**config.mk**
```make
export PLATFORM = sky130hd
export DESIGN_NAME = line_edit_ring_buffer
export DESIGN_NICKNAME = d
export VERILOG_FILES = /design/src/rtl/core/lerb_pkg.sv /design/src/rtl/core/lerb_seq.sv /design/src/rtl/core/line_edit_ring_buffer.sv
export SDC_FILE = /design/constraint.sdc
export NUM_CORES = 1
export LEC_CHECK = 0
export BUFFER_PORTS_ARGS = -buffer_cell sky130_fd_sc_hd__buf_2
export CAP_MARGIN = 40
export CORE_UTILIZATION = 53
export CTS_CLUSTER_DIAMETER = 50
export CTS_CLUSTER_SIZE = 28
export DETAILED_ROUTE_END_ITERATION = 6
export GPL_TIMING_DRIVEN = 1
export PLACE_DENSITY = 0.82
export SYNTH_ARGS = -nofsm -noshare
export SYNTH_HDL_FRONTEND = slang
export SYNTH_SLANG_ARGS = --single-unit
export TNS_END_PERCENT = 1
```
**constraint.sdc**
```tcl
create_clock -name clk -period 3 [get_ports clk]
set_input_delay 0.3 -clock clk [delete_from_list [all_inputs] [get_ports clk]]
set_output_delay 0.3 -clock clk [all_outputs]
set_load 0.1 [all_outputs]
```
**src/rtl/core/lerb_pkg.sv**
```systemverilog
package lerb_pkg;

  localparam int DEPTH_DEFAULT = 64;
  localparam int MAX_READ      = 64;

  localparam logic [7:0] KEY_ETX   = 8'd3;
  localparam logic [7:0] KEY_TAB   = 8'd9;
  localparam logic [7:0] KEY_FF    = 8'd12;
  localparam logic [7:0] KEY_CR    = 8'd13;
  localparam logic [7:0] KEY_ESC   = 8'd27;
  localparam logic [7:0] KEY_BS    = 8'd127;
  localparam logic [7:0] MARK_UP   = 8'd252;
  localparam logic [7:0] MARK_DOWN = 8'd254;

  localparam logic [6:0] LEN_MAX = 7'(MAX_READ);
  localparam logic [6:0] LC_MAX  = 7'd127;

  typedef enum logic [1:0] {
    OP_KEY  = 2'd0,
    OP_UP   = 2'd1,
    OP_DOWN = 2'd2,
    OP_READ = 2'd3
  } opcode_t;

  typedef enum logic [2:0] {
    KIND_LINE      = 3'd0,
    KIND_TAB       = 3'd1,
    KIND_UP        = 3'd2,
    KIND_DOWN      = 3'd3,
    KIND_NOT_READY = 3'd4
  } kind_t;

  typedef struct packed {
    opcode_t    opcode;
    logic [7:0] key_byte;
    logic [6:0] max_length;
  } item_t;

  typedef struct packed {
    logic [7:0] data_byte;
    logic       data_valid;
    logic       last;
    kind_t      read_kind;
    logic [6:0] byte_count;
  } result_t;

endpackage

```
**src/rtl/core/lerb_seq.sv**
```systemverilog
module lerb_seq #(
  parameter int DEPTH = lerb_pkg::DEPTH_DEFAULT
) (
  input  logic              clk,
  input  logic              rst_n,
  input  logic              in_valid,
  output logic              in_ready,
  input  lerb_pkg::item_t   in_item,
  input  logic              cfg_we,
  input  logic              cfg_autocomplete,
  input  logic              out_free,
  output logic              emit,
  output lerb_pkg::result_t emit_res
);

  localparam int AW = $clog2(DEPTH);
  localparam int FW = $clog2(DEPTH + 1);
  localparam logic [AW-1:0] LAST_IDX = AW'(DEPTH - 1);
  localparam logic [FW-1:0] FULL     = FW'(DEPTH);

  typedef enum logic [1:0] {
    S_IDLE,
    S_RD,
    S_CHK,
    S_FIN
  } state_t;

  function automatic logic [AW-1:0] idx_next(input logic [AW-1:0] i);
    return (i == LAST_IDX) ? '0 : i + 1'b1;
  endfunction

  function automatic logic [AW-1:0] idx_prev(input logic [AW-1:0] i);
    return (i == '0) ? LAST_IDX : i - 1'b1;
  endfunction

  state_t            state_r, state_nxt;
  logic [AW-1:0]     wi_r, wi_nxt;
  logic [AW-1:0]     ri_r, ri_nxt;
  logic [AW-1:0]     ptr_r, ptr_nxt;
  logic [FW-1:0]     free_r, free_nxt;
  logic [6:0]        lc_r, lc_nxt;
  logic              tab_r, tab_nxt;
  logic              up_r, up_nxt;
  logic              down_r, down_nxt;
  logic              ac_r, ac_nxt;
  logic [6:0]        len_r, len_nxt;
  logic [6:0]        n_r, n_nxt;
  lerb_pkg::kind_t   kind_r, kind_nxt;
  logic [7:0]        marker_r, marker_nxt;
  logic              hold_valid_r, hold_valid_nxt;
  lerb_pkg::result_t hold_r, hold_nxt;
  logic [7:0]        rdata_r;

  logic [7:0]        mem [DEPTH];
  logic              mem_we;
  logic [7:0]        mem_wdata;
  logic [AW-1:0]     raddr;

  logic              key_fire, rd_fire, is_bs, ignored, pend_any, do_bs, do_store;
  logic [7:0]        store_byte, term_byte;
  logic              is_term, line_mode;
  logic [6:0]        n_inc;

  assign in_ready  = (state_r == S_IDLE);
  assign key_fire  = in_ready && in_valid && (in_item.opcode != lerb_pkg::OP_READ);
  assign rd_fire   = in_ready && in_valid && (in_item.opcode == lerb_pkg::OP_READ);
  assign is_bs     = (in_item.opcode == lerb_pkg::OP_KEY) &&
                     (in_item.key_byte == lerb_pkg::KEY_BS);
  assign ignored   = (in_item.opcode == lerb_pkg::OP_KEY) &&
                     ((in_item.key_byte == lerb_pkg::KEY_ETX) ||
                      (in_item.key_byte == lerb_pkg::KEY_FF)  ||
                      (in_item.key_byte == lerb_pkg::KEY_ESC));
  assign pend_any  = tab_r || up_r || down_r;
  assign do_bs     = (key_fire && is_bs) ||
                     (rd_fire && (in_item.max_length != '0) && pend_any);
  assign do_store  = key_fire && !is_bs && !ignored && (free_r != '0);
  assign line_mode = (kind_r == lerb_pkg::KIND_LINE);
  assign raddr     = line_mode ? ri_r : ptr_r;
  assign n_inc     = n_r + 7'd1;

  always_comb begin
    unique case (in_item.opcode)
      lerb_pkg::OP_UP:   store_byte = lerb_pkg::MARK_UP;
      lerb_pkg::OP_DOWN: store_byte = lerb_pkg::MARK_DOWN;
      default:           store_byte = in_item.key_byte;
    endcase
  end

  // single byte compare shared by line and preview walks
  assign term_byte = line_mode ? lerb_pkg::KEY_CR : marker_r;
  assign is_term   = (rdata_r == term_byte);

  always_comb begin
    state_nxt      = state_r;
    wi_nxt         = wi_r;
    ri_nxt         = ri_r;
    ptr_nxt        = ptr_r;
    free_nxt       = free_r;
    lc_nxt         = lc_r;
    tab_nxt        = tab_r;
    up_nxt         = up_r;
    down_nxt       = down_r;
    ac_nxt         = cfg_we ? cfg_autocomplete : ac_r;
    len_nxt        = len_r;
    n_nxt          = n_r;
    kind_nxt       = kind_r;
    marker_nxt     = marker_r;
    hold_valid_nxt = hold_valid_r;
    hold_nxt       = hold_r;
    mem_we         = 1'b0;
    mem_wdata      = store_byte;
    emit           = 1'b0;
    emit_res       = hold_r;

    if (do_bs && (free_r < FULL)) begin
      wi_nxt   = idx_prev(wi_r);
      free_nxt = free_r + 1'b1;
    end

    if (do_store) begin
      mem_we   = 1'b1;
      free_nxt = free_r - 1'b1;
      wi_nxt   = idx_next(wi_r);
      if (store_byte == lerb_pkg::KEY_CR) begin
        if (lc_r != lerb_pkg::LC_MAX) lc_nxt = lc_r + 7'd1;
      end else if (store_byte == lerb_pkg::KEY_TAB && ac_r) begin
        tab_nxt = 1'b1;
      end
    end

    unique case (state_r)
      S_IDLE: begin
        if (key_fire && in_item.opcode == lerb_pkg::OP_UP) up_nxt = 1'b1;
        if (key_fire && in_item.opcode == lerb_pkg::OP_DOWN) down_nxt = 1'b1;
        if (rd_fire) begin
          len_nxt        = (in_item.max_length > lerb_pkg::LEN_MAX) ?
                           lerb_pkg::LEN_MAX : in_item.max_length;
          n_nxt          = '0;
          hold_valid_nxt = 1'b0;
          ptr_nxt        = ri_r;
          priority if (in_item.max_length == '0) begin
            kind_nxt  = lerb_pkg::KIND_LINE;
            state_nxt = S_FIN;
          end else if (tab_r) begin
            kind_nxt   = lerb_pkg::KIND_TAB;
            marker_nxt = lerb_pkg::KEY_TAB;
            tab_nxt    = 1'b0;
            state_nxt  = S_RD;
          end else if (up_r) begin
            kind_nxt   = lerb_pkg::KIND_UP;
            marker_nxt = lerb_pkg::MARK_UP;
            up_nxt     = 1'b0;
            state_nxt  = S_RD;
          end else if (down_r) begin
            kind_nxt   = lerb_pkg::KIND_DOWN;
            marker_nxt = lerb_pkg::MARK_DOWN;
            down_nxt   = 1'b0;
            state_nxt  = S_RD;
          end else if (lc_r == '0) begin
            kind_nxt  = lerb_pkg::KIND_NOT_READY;
            state_nxt = S_FIN;
          end else begin
            kind_nxt  = lerb_pkg::KIND_LINE;
            state_nxt = S_RD;
          end
        end
      end
      S_RD: begin
        state_nxt = S_CHK;
      end
      S_CHK: begin
        if (is_term) begin
          if (line_mode) begin
            ri_nxt = idx_next(ri_r);
            if (free_r < FULL) free_nxt = free_r + 1'b1;
            if (lc_r != '0) lc_nxt = lc_r - 7'd1;
          end
          state_nxt = S_FIN;
        end else if (!hold_valid_r || out_free) begin
          emit                = hold_valid_r;
          hold_nxt.data_byte  = rdata_r;
          hold_nxt.data_valid = 1'b1;
          hold_nxt.last       = 1'b0;
          hold_nxt.read_kind  = kind_r;
          hold_nxt.byte_count = n_inc;
          hold_valid_nxt      = 1'b1;
          n_nxt               = n_inc;
          if (line_mode) begin
            ri_nxt = idx_next(ri_r);
            if (free_r < FULL) free_nxt = free_r + 1'b1;
          end else begin
            ptr_nxt = idx_next(ptr_r);
          end
          state_nxt = (n_inc == len_r) ? S_FIN : S_RD;
        end
      end
      S_FIN: begin
        if (out_free) begin
          emit = 1'b1;
          if (hold_valid_r) begin
            emit_res.last = 1'b1;
          end else begin
            emit_res.data_byte  = '0;
            emit_res.data_valid = 1'b0;
            emit_res.last       = 1'b1;
            emit_res.read_kind  = kind_r;
            emit_res.byte_count = '0;
          end
          hold_valid_nxt = 1'b0;
          state_nxt      = S_IDLE;
        end
      end
      default: state_nxt = S_IDLE;
    endcase
  end

  always_ff @(posedge clk) begin
    if (!rst_n) begin
      state_r      <= S_IDLE;
      wi_r         <= '0;
      ri_r         <= '0;
      ptr_r        <= '0;
      free_r       <= FULL;
      lc_r         <= '0;
      tab_r        <= 1'b0;
      up_r         <= 1'b0;
      down_r       <= 1'b0;
      ac_r         <= 1'b0;
      len_r        <= '0;
      n_r          <= '0;
      kind_r       <= lerb_pkg::KIND_LINE;
      marker_r     <= '0;
      hold_valid_r <= 1'b0;
    end else begin
      state_r      <= state_nxt;
      wi_r         <= wi_nxt;
      ri_r         <= ri_nxt;
      ptr_r        <= ptr_nxt;
      free_r       <= free_nxt;
      lc_r         <= lc_nxt;
      tab_r        <= tab_nxt;
      up_r         <= up_nxt;
      down_r       <= down_nxt;
      ac_r         <= ac_nxt;
      len_r        <= len_nxt;
      n_r          <= n_nxt;
      kind_r       <= kind_nxt;
      marker_r     <= marker_nxt;
      hold_valid_r <= hold_valid_nxt;
    end
    hold_r <= hold_nxt;
  end

  always_ff @(posedge clk) begin
    if (mem_we) mem[wi_r] <= mem_wdata;
    if (state_r == S_RD) rdata_r <= mem[raddr];
  end

  a_free_bound: assert property (@(posedge clk) disable iff (!rst_n)
    free_r <= FULL)
    else $error("free slot count above depth");

  a_hold_count: assert property (@(posedge clk) disable iff (!rst_n)
    hold_valid_r |-> (hold_r.byte_count == n_r) && (n_r != '0))
    else $error("held byte count out of step with walk");

  a_emit_room: assert property (@(posedge clk) disable iff (!rst_n)
    emit |-> out_free)
    else $error("result issued into a full output register");

  a_read_busy: assert property (@(posedge clk) disable iff (!rst_n)
    rd_fire |=> !in_ready)
    else $error("ready while a read request is in progress");

  a_walk_len: assert property (@(posedge clk) disable iff (!rst_n)
    (state_r == S_RD) |-> (n_r < len_r))
    else $error("walk past requested length");

endmodule

```
**src/rtl/core/line_edit_ring_buffer.sv**
```systemverilog
// Keyboard line-editing ring buffer.
// in channel: one transaction per key, arrow or read request; opcode in tuser.
// Key, arrow up and arrow down transactions give no result and leave the block
// ready; in_tready stays high for them.
// A read request gives one or more result transactions on the out channel,
// the final one flagged by tlast. The store is walked one byte per step, each
// step a read on the one memory read port and a registered compare. After a read
// is accepted, in_tready stays low until the last result is loaded into the
// output register, so no new transaction is taken during the walk.
// With nothing pending and a nonzero max_length the read answers with read_kind
// "not ready"; that result is loaded into the output register once it is free.
// cfg channel: autocomplete enable, always ready; write it only while idle.
// Reset (synchronous, rst_n low) empties the buffer and clears all flags and
// the enable; the store contents are not cleared.
// When the receiver stalls, the output register holds its result and the
// walk pauses until it drains; nothing is dropped.
module line_edit_ring_buffer #(
  parameter int DEPTH = lerb_pkg::DEPTH_DEFAULT
) (
  input  logic        clk,
  input  logic        rst_n,
  input  logic        in_tvalid,
  output logic        in_tready,
  input  logic [15:0] in_tdata,   // key_byte[7:0], max_length[14:8], zero[15]
  input  logic [1:0]  in_tuser,   // opcode[1:0]
  output logic        out_tvalid,
  input  logic        out_tready,
  output logic [15:0] out_tdata,  // data_byte[7:0], data_valid[8], byte_count[15:9]
  output logic        out_tlast,
  output logic [2:0]  out_tuser,  // read_kind[2:0]
  input  logic        cfg_valid,
  output logic        cfg_ready,
  input  logic        cfg_data
);

  lerb_pkg::item_t   item;
  lerb_pkg::result_t emit_res;
  lerb_pkg::result_t out_res_r;
  logic              out_valid_r;
  logic              out_free;
  logic              emit;

  assign item.opcode     = lerb_pkg::opcode_t'(in_tuser);
  assign item.key_byte   = in_tdata[7:0];
  assign item.max_length = in_tdata[14:8];

  assign cfg_ready = 1'b1;
  assign out_free  = !out_valid_r || out_tready;

  lerb_seq #(
    .DEPTH (DEPTH)
  ) u_seq (
    .clk              (clk),
    .rst_n            (rst_n),
    .in_valid         (in_tvalid),
    .in_ready         (in_tready),
    .in_item          (item),
    .cfg_we           (cfg_valid && cfg_ready),
    .cfg_autocomplete (cfg_data),
    .out_free         (out_free),
    .emit             (emit),
    .emit_res         (emit_res)
  );

  always_ff @(posedge clk) begin
    if (!rst_n) begin
      out_valid_r <= 1'b0;
    end else if (out_free) begin
      out_valid_r <= emit;
    end
    if (out_free && emit) out_res_r <= emit_res;
  end

  assign out_tvalid = out_valid_r;
  assign out_tdata  = {out_res_r.byte_count, out_res_r.data_valid, out_res_r.data_byte};
  assign out_tlast  = out_res_r.last;
  assign out_tuser  = out_res_r.read_kind;

endmodule
```
==> results.yml, run 1 <==
run_status:
  run_status: "finished, final reports clean"
floorplan:
  io_pins: 47
  coreArea_um2: 47600
  std_cell_rows: 80
  die-area_um2: 49100
  die_w_um: 222
  initial_core_util: 0.537
  fp.dieH_um: 222
placed_design:
  port_buffers: 44
  place.gp.congestion: 0.885
  dp_hpwl_um: 38700
min_path:
  hold_path_class: "in2reg"
  worstHoldEndpoint: "u_seq.len_r[6]"
  holdPathStages: 3
  hold_path_startpoint: "in_tdata[14]"
global_routing:
  overflow: 0
  grt_max_degree: 85
  grt_usage: 0.252
  grt_antenna_before_repair: 0
  grt_pass1_vias: 17200
  grt_pass1_wl_um: 95700
setup_path:
  worstPathArrival_ns: 3.35
  cp.required_ns: 3.48
  r2r_slack_ns: 0.13
  ff2ff_path_depth: 8
  crit_path_max_fanout: 12
  reg2reg_to: "u_seq.lc_r[3]"
  cp-end-kind: "flip-flop"
  r2r-start: "u_seq.rdata_r[4]"
  worstSetupPathType: "reg2reg"
  cp-startpoint: "u_seq.rdata_r[4]"
  critPathLaunchType: "flip-flop"
sta:
  slew_violations: 0
  fin_crit_sh: 0.956
  fin_tns_setup_ns: 0
  fin_skew_ns: 0.0276
  fmax_mhz: 349
  fin_hold_ws_ns: 0.0338
  setup_viol: 0
  worstMarginPinSlew_ns: 0.843
  relSlewSlack: 0.438
  period_needed_ns: 2.87
  rsz0062_at_grt: "no"
  hold_viol: 0
layout:
  drive_gt1_frac: 0.131
  n_fill_cell: 3419
  regArea_um2: 18000
  nets: 2172
  syn_to_final_growth_pct: 13.2
  antenna_cells: 0
  multiInputGateArea_um2: 7110
power:
  finalPower_mw: 17.8
  power_per_cell_area_nw_per_um2: 615
  ir_drop_v: 0.000420
  power.leakage_nw: 10.0
detailed_routing:
  dr.pass1.iters: 6
  vias: 17400
  viasPerCell: 6.25
  antenna_left: 0
  post_drt_wl_per_cell_um: 22.4
  drt_iter0_drc: 2635
  drc: 0
  routed_wl_um: 62200
run:
  maxCapViolations: 0
synth:
  synth_area_um2: 25600
  syn_inst: 2029
  postSynthAreaPerCell_um2: 12.6
  syn_nets: 2068
  yosys_warnings: 0
  async_reset_ff_frac: 0
  synth.top_cell.area_share: 0.656
  postSynthRegisterBits: 619
  yosysUniqueCellTypes: 73
  synth_ff_type: "edfxtp_1"
  ys_top_cells_by_area: "edfxtp_1 66%, nand2_1 6.7%, dfxtp_1 4.8%"
  yosysSeqAreaShare: 0.703
  synth-edff-count: 558
  yosysTopAreaCell: "edfxtp_1"
clocking:
  cts-htree-levels: 2
  clockRootBuffer: "clkbuf_16"
  clock_path_buffers: 3
  cts.reportedPaths.clkPinSlew_ns: 0.09
  cts_sinks: 619
  cts_tree: "built"
  cts_setup_buffers: 0
  clock_latency_ns: 0.61
  cts_made_buffers: 44
==> layout by cell type (no fill, tap or decap), types with 24 or more instances in the layout <==
cell type	n
a32oi_1	40
nor3_1	25
buf_2	44
clkbuf_16	45
nand2_1	454
edfxtp_1	558
dfxtp_1	61
nand4_1	24
nor2_1	133
buf_4	114
a31oi_1	79
a21oi_1	39
mux2i_1	64
nand3_1	152
==> cell type report <==
type	instances	share of cell area
clock inverters	35	0.0141
clock buffers	46	0.0391
well taps	615	0.0266
inverters	18	0.00234
repair buffers	179	0.0507
flip-flops and latches	619	0.621
multi-input cells	1271	0.246
==> power breakdown <==
group,switching [mW],internal (mW)
sequential,0.124,9.58
clock,3.27,3.04
combinational,1.23,0.555
total,4.62,13.2
==> how the worst max path moves through the flow <==
stage	to	slack [ns]	cells after the start
floorplan	u_seq.mem[0][0]	0.18	3
global placement	u_seq.rdata_r[1]	0.11	8
detailed placement	u_seq.rdata_r[1]	0.06	8
CTS	u_seq.ptr_r[5]	0.06	8
global route	u_seq.lc_r[4]	0.03	8
finish	u_seq.lc_r[3]	0.13	8
==> synthesized netlist by cell type, types with 3 or more instances <==
master and instances:
inv_1 17, a311oi_1 16, nor4_1 5, nand2b_1 4, nand3b_1 17, buf_1 8
nand2_1 454, o21a_1 3, nor2_1 133, nor3_1 25, o22ai_1 3, buf_2 25
or2_2 7, nor2b_1 7, and2_1 18, dfxtp_1 61, edfxtp_1 558, and3_1 21
a221oi_1 4, nand4_1 24, o21ai_0 19, xnor2_1 14, nand3_1 152, a32oi_1 40
a222oi_1 8, a31oi_1 80, mux2i_1 66, a21oi_1 39, nor3b_1 7, mux2_2 7
a211oi_1 4, clkbuf_1 85, ha_1 15, or3_1 16, o31ai_1 6, xor2_1 13
==> cell families after synthesis <==
logic type               after synthesis  synth area share
other                                  1          0.000147
multiplexers                          73            0.0289
AND/OR/NAND/NOR                      907             0.160
adder cells (fa/ha/maj)               15           0.00734
buffers and inverters                139            0.0222
XOR/XNOR                              27           0.00925
AO/OA/AOI/OAI                        248            0.0693
flip-flops                           619             0.703
==> state kept, by name (all words and copies together), names as in the netlist, 4 cells and up <==
signal          count
out_tdata          16
u_seq.free_r        7
u_seq.hold_r       18
u_seq.lc_r          7
u_seq.len_r         7
u_seq.marker_r      4
u_seq.mem         512
u_seq.n_r           7
u_seq.ptr_r         6
u_seq.rdata_r       8
u_seq.ri_r          6
u_seq.wi_r          6
==> worst max-delay path, cell delays in order, from the launching register on <==
cell	delay [ns]
edfxtp_1	0.46
or4_4	0.58
o32ai_2	0.30
and4_2	0.33
o21bai_4	0.15
or3_1	0.50
o21ai_0	0.23
xnor2_1	0.14
nor2_1	0.05
==> layer usage <==
layer	GRT usage	routed length, um	up-vias
met2	0.414	29700	1001
met3	0.0408	5820	221
met4	0.149	3670	0
li1	-	-	7738
met5	0	0	-
met1	0.318	23000	8428
==> stage by stage <==
step	area (um2)	instances	utilization	setup WS, ns
floorplan	25600	2029	-	0.178
global placement	27300	2698	0.573	0.105
detailed placement	27300	2699	0.574	0.0634
CTS	28900	2783	0.607	0.0608
global route	28900	2783	0.607	0.0338
finish	28900	2783	0.607	0.132
==> what timing repair did <==
action | CTS | global route
setup endpoints to repair | 0 | 9
endpoints found under the hold margin | 2 | 0
hold buffers | 3 | 0
gates resized for setup | 0 | 5
No activity file was read; power rests on OpenSTA's default activity.
==> run 2, diff against run 1 <==
- SYNTH_HIERARCHICAL: unset -> 1
==> run 2 against run 1 <==
  * Power rose by 3.6%
  * Die area rose by 1.9%
  * Flip-flop and latch count did not move
  * First-iteration DRC count fell by 7.7%
  * Global-route usage rose by 0.46 points
  * Clock-buffer cell count fell by 2
  * Core utilization rose by 0.80 points
  * Fmax fell by 4.3%
  * Synthesized cell count rose by 6.2%
  * Final cell count rose by 6.3%
  * Sequential share of layout area fell by 1.4 points
==> results.yml, run 2 <==
run_status:
  run_status: "finished, final reports clean"
detailed_routing:
  routed_wl_um: 64300
  route.met3.wl_um: 6480
  post_drt_wl_per_cell_um: 21.8
  dr.pass1.iters: 6
  drc: 0
  drt_iter0_drc: 2432
  viasPerCell: 6.12
  antenna_left: 0
  top_layer: "met4"
  vias: 18100
  wl_met1_um: 23500
  wl_met2_um: 31700
synth:
  ys_top_cells_by_area: "edfxtp_1 64%, nand2_1 6.8%, nand3_1 5.2%"
  async_reset_ff_frac: 0
  synth_area_um2: 26000
  postSynthRegisterBits: 619
  netlist_top_cells_count: "558 x edfxtp_1, 471 x nand2_1, 270 x nand3_1, 123 x nor2_1, 104 x a21oi_1"
  synth_ff_type: "edfxtp_1"
  postSynthAreaPerCell_um2: 12.1
  yosys_warnings: 6
  synth.top_cell.area_share: 0.643
  yosysTopAreaCell: "edfxtp_1"
  syn_nets: 2194
  yosysSeqAreaShare: 0.690
  synth-edff-count: 558
  yosysMostFrequentCell: "edfxtp_1"
  yosysUniqueCellTypes: 81
  syn_inst: 2155
setup_path:
  r2r_slack_ns: 0.002
  critPathLaunchType: "flip-flop"
  worstPathArrival_ns: 3.39
  worstSetupPathType: "reg2reg"
  cp.required_ns: 3.39
  cp-end-kind: "flip-flop"
  crit_path_max_fanout: 13
power:
  ir_drop_v: 0.000561
  p_comb_frac: 0.110
  power_frac_seq: 0.529
  p_switching_mw: 4.96
  power_per_cell_area_nw_per_um2: 623
  clock_power_share: 0.361
  power.leakage_nw: 10.2
  p_int_mw: 13.5
  finalPower_mw: 18.4
  netSwitchingFraction: 0.269
run:
  maxCapViolations: 0
global_routing:
  overflow: 0
  grt_antenna_before_repair: 0
  grt_usage: 0.257
  grt_max_degree: 66
  grt_pass1_vias: 17400
  grt_pass1_wl_um: 98100
layout:
  final_cell_mix: "558 x edfxtp_1, 470 x nand2_1, 270 x nand3_1, 131 x buf_4, 123 x nor2_1"
  nets: 2305
  antenna_cells: 0
  regArea_um2: 18000
  n_fill_cell: 3449
  largest_register_ffs: 512
  final_common_cell: "edfxtp_1"
  regMostFlops: "u_seq/mem"
  multiInputGateArea_um2: 7470
  syn_to_final_growth_pct: 13.7
  finalInstanceArea_um2: 29600
  drive_gt1_frac: 0.144
sta:
  setup_viol: 0
  fin_skew_ns: 0.0351
  hold_viol: 0
  slew_violations: 0
  worstMarginPinSlew_ns: 0.908
  relSlewSlack: 0.395
  fin_tns_setup_ns: 0
  fmax_mhz: 334
  fin_crit_sh: 0.999
  rsz0062_at_grt: "yes"
  period_needed_ns: 3.00
min_path:
  hold_path_class: "in2reg"
clocking:
  cts_setup_buffers: 0
  clock_path_buffers: 3
  cts-htree-levels: 2
  cts.reportedPaths.clkPinSlew_ns: 0.10
  cts_made_buffers: 43
  cts_tree: "built"
  clock_latency_ns: 0.62
  cts_sinks: 619
  clockRootBuffer: "clkbuf_16"
placed_design:
  dp_hpwl_um: 40200
  port_buffers: 44
  place.gp.congestion: 0.888
  place_area_um2: 27800
floorplan:
  initial_core_util: 0.541
  die-area_um2: 50000
  coreArea_um2: 48100
  io_pins: 47
  std_cell_rows: 80
  fp.dieH_um: 224
  die_w_um: 224
-- run 2: cell types whose count changed after synthesis, moves of 18 or more --
cell	change
a31oi_1	-72
a21oi_1	+65
nand3_1	+118
nor4_1	+18
buf_2	+19
a32oi_1	-31
-- run 2: power groups by stage --
stage	registers, mW	clock network (mW)	logic, mW
floorplan	9.96	0	1.25
global placement	9.93	0	1.87
detailed placement	9.94	0	1.96
CTS	9.74	6.75	1.98
global route	9.76	7.02	2.17
finish	9.75	6.66	2.03
-- run 2: metrics by stage --
stage               std cells  hold slack (ns)   util  setup slack, ns
floorplan                2155            0.437      -            0.177
detailed placement       2871            0.480  0.578         -0.00412
CTS                      2955           0.0774  0.613          0.00419
finish                   2957           0.0938  0.615          0.00222
global placement         2867            0.461  0.577           0.0990
global route             2957            0.125  0.615          -0.0411
-- run 2: cells by family after synthesis --
logic type      after synthesis  share of synthesized area
buf+inv                     156                     0.0272
other cells                   1                   0.000144
mux                          66                     0.0273
fa+ha+maj                    15                    0.00721
xor+xnor                     19                    0.00639
simple gates               1057                      0.187
flops                       619                      0.690
compound gates              222                     0.0547
-- run 2: metal layers --
metal  vias up  global-route usage
met5         -                   0
met4         0               0.112
met3       170              0.0430
met2      1092               0.435
met1      8758               0.327
li1       8083                   -
-- run 2: timing repair --
action                     in CTS  in global routing
setup endpoints to repair       1                  8
hold buffers                    4                  0
pin swaps                       0                  1
hold endpoints to repair        3                  0
resized for setup               1                 11
gates cloned                    0                  1
-- run 2: final cells by class --
cell class | instances | share of cell area
flip-flops and latches | 619 | 0.607
clock inverters | 36 | 0.0184
clock buffers | 44 | 0.0372
multi-input cells | 1380 | 0.252
well taps | 656 | 0.0277
repair buffers | 198 | 0.0545
inverters | 24 | 0.00304
-- run 2: final timing paths --
check / start / cells past startpoint / endpoint
setup / recovery: u_seq/kind_r[2] / 7 / u_seq/rdata_r[6]
hold / removal: in_tdata[14] / 3 / u_seq/len_r[6]
setup reg to reg: u_seq/kind_r[2] / 7 / u_seq/rdata_r[6]
hold reg to reg: u_seq/n_r[5] / 2 / u_seq/n_r[5]
-- run 2: critical path, cell delays in order (launching register included) --
cell	delay, ns
dfxtp_1	0.32
or4b_1	0.65
nand2_8	0.26
mux2i_1	0.28
mux2i_1	0.16
a2111oi_0	0.69
a22oi_1	0.19
and3_1	0.21
